[src/hw/rtl/assert_macros.svh]
// assertion helpers shared by the rtl
`ifndef ASSERT_MACROS_SVH
`define ASSERT_MACROS_SVH

// same-cycle implication, checked on every rising edge outside reset
`define ASSERT_IMPLY(lbl, clk, rst_n, cond, expr) \
  lbl: assert property (@(posedge clk) disable iff (!rst_n) (cond) |-> (expr)) \
    else $error("assertion failed: same-cycle implication");

// next-cycle implication
`define ASSERT_NEXT(lbl, clk, rst_n, cond, expr) \
  lbl: assert property (@(posedge clk) disable iff (!rst_n) (cond) |=> (expr)) \
    else $error("assertion failed: next-cycle implication");

`endif

[src/hw/rtl/lpht_pkg.sv]
package lpht_pkg;

  localparam int DEF_TABLE_SIZE = 256;
  localparam int KEY_W          = 32;
  localparam int PAY_W          = 32;
  localparam int SLOT_IDX_W     = 8;

  typedef logic [1:0] cmd_code_t;
  localparam cmd_code_t CMD_INSERT = 2'd0;
  localparam cmd_code_t CMD_LOOKUP = 2'd1;
  localparam cmd_code_t CMD_DELETE = 2'd2;
  localparam cmd_code_t CMD_UPDATE = 2'd3;

  typedef logic [1:0] status_t;
  localparam status_t ST_DONE = 2'd0;
  localparam status_t ST_MISS = 2'd1;
  localparam status_t ST_DUP  = 2'd2;
  localparam status_t ST_FULL = 2'd3;

  // slot marks, code three is never written and reads like a tombstone
  typedef logic [1:0] mark_t;
  localparam mark_t MARK_EMPTY = 2'd0;
  localparam mark_t MARK_LIVE  = 2'd1;
  localparam mark_t MARK_TOMB  = 2'd2;

  typedef struct packed {
    mark_t              mark;
    logic [KEY_W-1:0]   key;
    logic [PAY_W-1:0]   payload;
  } entry_t;

  // controller to datapath
  typedef struct packed {
    logic clear;
    logic load;
    logic hash;
    logic launch;
    logic probe;
    logic load_out;
  } dp_cmd_t;

  // datapath to controller
  typedef struct packed {
    logic clear_last;
    logic need_hash;
    logic hash_last;
    logic early_full;
    logic probe_end;
    logic out_free;
  } dp_stat_t;

endpackage

[src/hw/rtl/lpht_ctrl.sv]
module lpht_ctrl import lpht_pkg::*; (
  input  logic     clk,
  input  logic     rst_n,
  input  logic     in_valid,
  output logic     in_stall,
  input  dp_stat_t stat,
  output dp_cmd_t  cmd
);

  typedef enum logic [2:0] {
    S_CLEAR,
    S_IDLE,
    S_HASH,
    S_LAUNCH,
    S_PROBE,
    S_RESP
  } state_t;

  state_t state_r, state_nxt;

  always_comb begin
    cmd       = '0;
    state_nxt = state_r;
    case (state_r)
      S_CLEAR: begin
        cmd.clear = 1'b1;
        if (stat.clear_last) begin
          state_nxt = S_IDLE;
        end
      end
      S_IDLE: begin
        if (in_valid) begin
          cmd.load  = 1'b1;
          state_nxt = stat.need_hash ? S_HASH : S_LAUNCH;
        end
      end
      S_HASH: begin
        cmd.hash = 1'b1;
        if (stat.hash_last) begin
          state_nxt = S_LAUNCH;
        end
      end
      S_LAUNCH: begin
        cmd.launch = 1'b1;
        state_nxt  = stat.early_full ? S_RESP : S_PROBE;
      end
      S_PROBE: begin
        cmd.probe = 1'b1;
        if (stat.probe_end) begin
          state_nxt = S_RESP;
        end
      end
      S_RESP: begin
        if (stat.out_free) begin
          cmd.load_out = 1'b1;
          state_nxt    = S_IDLE;
        end
      end
      default: begin
        state_nxt = S_IDLE;
      end
    endcase
  end

  always_ff @(posedge clk) begin
    if (!rst_n) begin
      state_r <= S_CLEAR;
    end else begin
      state_r <= state_nxt;
    end
  end

  assign in_stall = (state_r != S_IDLE);

endmodule

[config.mk]
export PLATFORM = sky130hd
export DESIGN_NAME = lpht_ctrl
export DESIGN_NICKNAME = d
export VERILOG_FILES = /design/src/hw/rtl/assert_macros.svh /design/src/hw/rtl/lpht_pkg.sv /design/src/hw/rtl/lpht_ctrl.sv
export SDC_FILE = /design/constraint.sdc
export NUM_CORES = 1
export LEC_CHECK = 0
export BUFFER_PORTS_ARGS = -buffer_cell sky130_fd_sc_hd__buf_2
export CORE_AREA = 2 2 39 41
export CTS_CLUSTER_SIZE = 40
export DETAILED_ROUTE_END_ITERATION = 12
export DIE_AREA = 0 0 41 43
export PLACE_DENSITY = 0.42
export SLEW_MARGIN = 20
export SYNTH_ARGS = -nofsm -noshare
export SYNTH_HDL_FRONTEND = slang
export SYNTH_SLANG_ARGS = --single-unit
[constraint.sdc]
create_clock -name clk -period 2 [get_ports clk]
set_input_delay 0.3 -clock clk [delete_from_list [all_inputs] [get_ports clk]]
set_output_delay 0.3 -clock clk [all_outputs]
set_load 0.005 [all_outputs]
==> flow_metrics.tcl <==
set metrics [dict create \
    power_frac_clock_pct 45.2 \
    reg2reg_slack_ns 0.83 \
    ir_worst_vdd_mv 0.212 \
    cts.clk_slew.worst_paths_ns 0.03 \
    postCtsSetupRepairBufs 0 \
    grt_pass1_vias 227 \
    largest_registers "state_r x3" \
    final-max-slew-violation-count 0 \
    rr_worst_depth 3 \
    overflow 0 \
    drc 0 \
    wl_um 560 \
    port_buffers 15 \
    cts_htree_levels 1 \
    ios 16 \
    worstHoldPathType "in2reg" \
    dp_hpwl_um 447 \
    grt_pass1_wl_um 869 \
    dieArea_um2 1760 \
    outcome "finished clean" \
    utilization_pct 23.2 \
    cp_max_fo 9 \
    rows 14 \
    drv_cap 0 \
    max_freq_mhz 647 \
    r2r-end "state_r[0]" \
    largest_reg_flops 3 \
    ctsHoldBuffers 0 \
    power_density_nw_per_um2 701 \
    via_per_inst 4.10 \
    antenna_found_initial 0 \
    fin_crit_ns 1.55 \
    syn-instance-count 24 \
    yosysSeqAreaShare_pct 28.4 \
    fin_crit_sh_pct 77.3 \
    r2r-start "state_r[0]" \
    cp_num_buf_inv 1 \
    p_sw_share_pct 25.0 \
    crit_family "flip-flops" \
    gp_congestion 0.692 \
    seq_power_share_pct 33.5 \
    slowest_stage "dfxtp_1" \
    cell_internal_pwr_uw 169 \
    power.leakage_nw 0.160 \
    hold_viol_final 0 \
    rsz0062_at_grt "no" \
    clk_latency_ns 0.23 \
    relSlewSlack_pct 72.3 \
    setup_tns_ns 0 \
    top_register "state_r" \
    synthesis.nets 33 \
    start_util_pct 15.3 \
    clk_path_buf_depth 2 \
    ant_nets 0 \
    min_from "stat[4]" \
    grt_max_degree 10 \
    cts_tree "yes" \
    die_h_um 43 \
    cts_resized 0 \
    holdPathStages 2 \
    finClkSkew_ns 0.00259 \
    wl_per_cell_um 9.66 \
    n_antenna_cell 0 \
    ys_ff_latch 3 \
    setup_viol 0 \
    ys_warn_count 0 \
    grt_use_total_pct 7.52 \
    cp_slowest_stage_delay_ns 0.48 \
    die_w_um 41 \
    first_pass_iters 3 \
    clock-sinks 3 \
    nNetsFinal 52 \
    fin_worst_hold_slack_ns 0.258 \
    design.core.area_um2 1380 \
    drt_first_iter_violations 3 \
    syn_area_um2 211 \
    area_growth_pct 52.1 \
    yosysUniqueCellTypes 19 \
    cp-end-kind "primary output" \
    fillers 153 \
    cts_made_buffers 3 \
    critPathKind "reg2out" \
    cp-start-kind "register" \
    vias 238 \
    drive_above_1_share_pct 52.4 \
    cts_root_buffer "clkbuf_4" \
    avgSynthCellArea_um2 8.81 \
    min_to "state_r[0]" \
    max_slew.worst_pin.slew_ns 0.405 \
    worstPathArrival_ns 1.25 \
    p_switching_uw 56.4 \
    crit_chain "nor2b_4 > and3_4 > buf_2" \
    combPwrFrac_pct 21.3 \
    crit_required_ns 1.70 \
]
[kinds of logic (layout without fill, tap and decap cells)]
| group | count (synthesis) | after routing | share of synthesized area, % |
|---|---|---|---|
| AND/OR/NAND/NOR | 12 | 12 | 39.6 |
| AO/OA/AOI/OAI | 6 | 6 | 19.5 |
| flip-flops | 3 | 3 | 28.4 |
| buffers and inverters | 2 | 20 | 7.10 |
| multiplexers | 1 | 1 | 5.33 |
[Yosys cell counts, drive strengths merged]
library cell  count  share of area [%]
and3              3                 11
nor2b             2                9.5
o21ai             1                2.4
and2b             1                3.6
a21oi             1                2.4
a2111oi           1                4.1
nor3b             1                3.6
or2b              1                3.6
o21a              1                3.6
a211oi            2                7.1
nor3              2                4.7
inv               1                1.8
buf               1                5.3
nand2             1                1.8
nor2              1                1.8
dfxtp             3                 28
mux2              1                5.3
[power by group through the flow]
stage	Combinational, mW	Sequential [mW]	Clock [mW]
floorplan	0.0361	0.0703	0
global placement	0.0494	0.0760	0
detailed placement	0.0483	0.0761	0
CTS	0.0488	0.0752	0.108
global route	0.0529	0.0767	0.113
finish	0.0480	0.0754	0.102
[per-layer routing]
| layer | routed length, µm | share of wire [%] | global-route usage [%] |
|---|---|---|---|
| met1 | 274 | 49 | 9.90 |
| met2 | 189 | 34 | 8.75 |
| met3 | 96 | 17 | 3.66 |
| met4 | 0 | 0 | 6.00 |
| met5 | 0 | 0 | 0 |
[worst max path at each step]
stage	to	from	cells after the start	slack, ns
floorplan	cmd[3]	state_r[1]	2	0.91
global placement	cmd[4]	state_r[0]	3	0.70
detailed placement	cmd[4]	state_r[0]	3	0.70
CTS	cmd[4]	state_r[0]	3	0.45
global route	cmd[4]	state_r[0]	3	0.38
finish	cmd[4]	state_r[0]	3	0.45
[area by class of cell]
type                            count  area (µm²)  area share [%]
Inverter                            1        3.75            1.17
Clock buffer                        4        26.3            8.17
Sequential cell                     3        60.1            18.7
Tap cell                           16        20.0            6.23
Timing Repair Buffer               15        75.1            23.3
Multi-Input combinational cell     19         136            42.4
[cells in the final DEF, fill, tap and decap left out]
cell type,count
nand2_1,1
and3_1,2
inv_2,1
a211oi_1,2
clkbuf_4,3
clkbuf_1,1
nor3_1,2
nor2b_1,1
o21ai_1,1
o21a_1,1
buf_2,15
nor2b_4,1
mux2_2,1
a21oi_1,1
dfxtp_1,3
or2b_1,1
nor3b_1,1
a2111oi_0,1
and2b_1,1
nor2_1,1
and3_4,1
[through the flow]
step / instance area, µm² / worst slack [ns] / power (mW) / instances
after floorplan: 211 / 0.910 / 0.106 / 24
after CTS: 322 / 0.446 / 0.232 / 58
after global placement: 295 / 0.700 / 0.125 / 54
after detailed placement: 295 / 0.700 / 0.124 / 54
final: 322 / 0.454 / 0.225 / 58
after global routing: 322 / 0.384 / 0.243 / 58
Note: power is estimated with default switching activity, not from simulation.
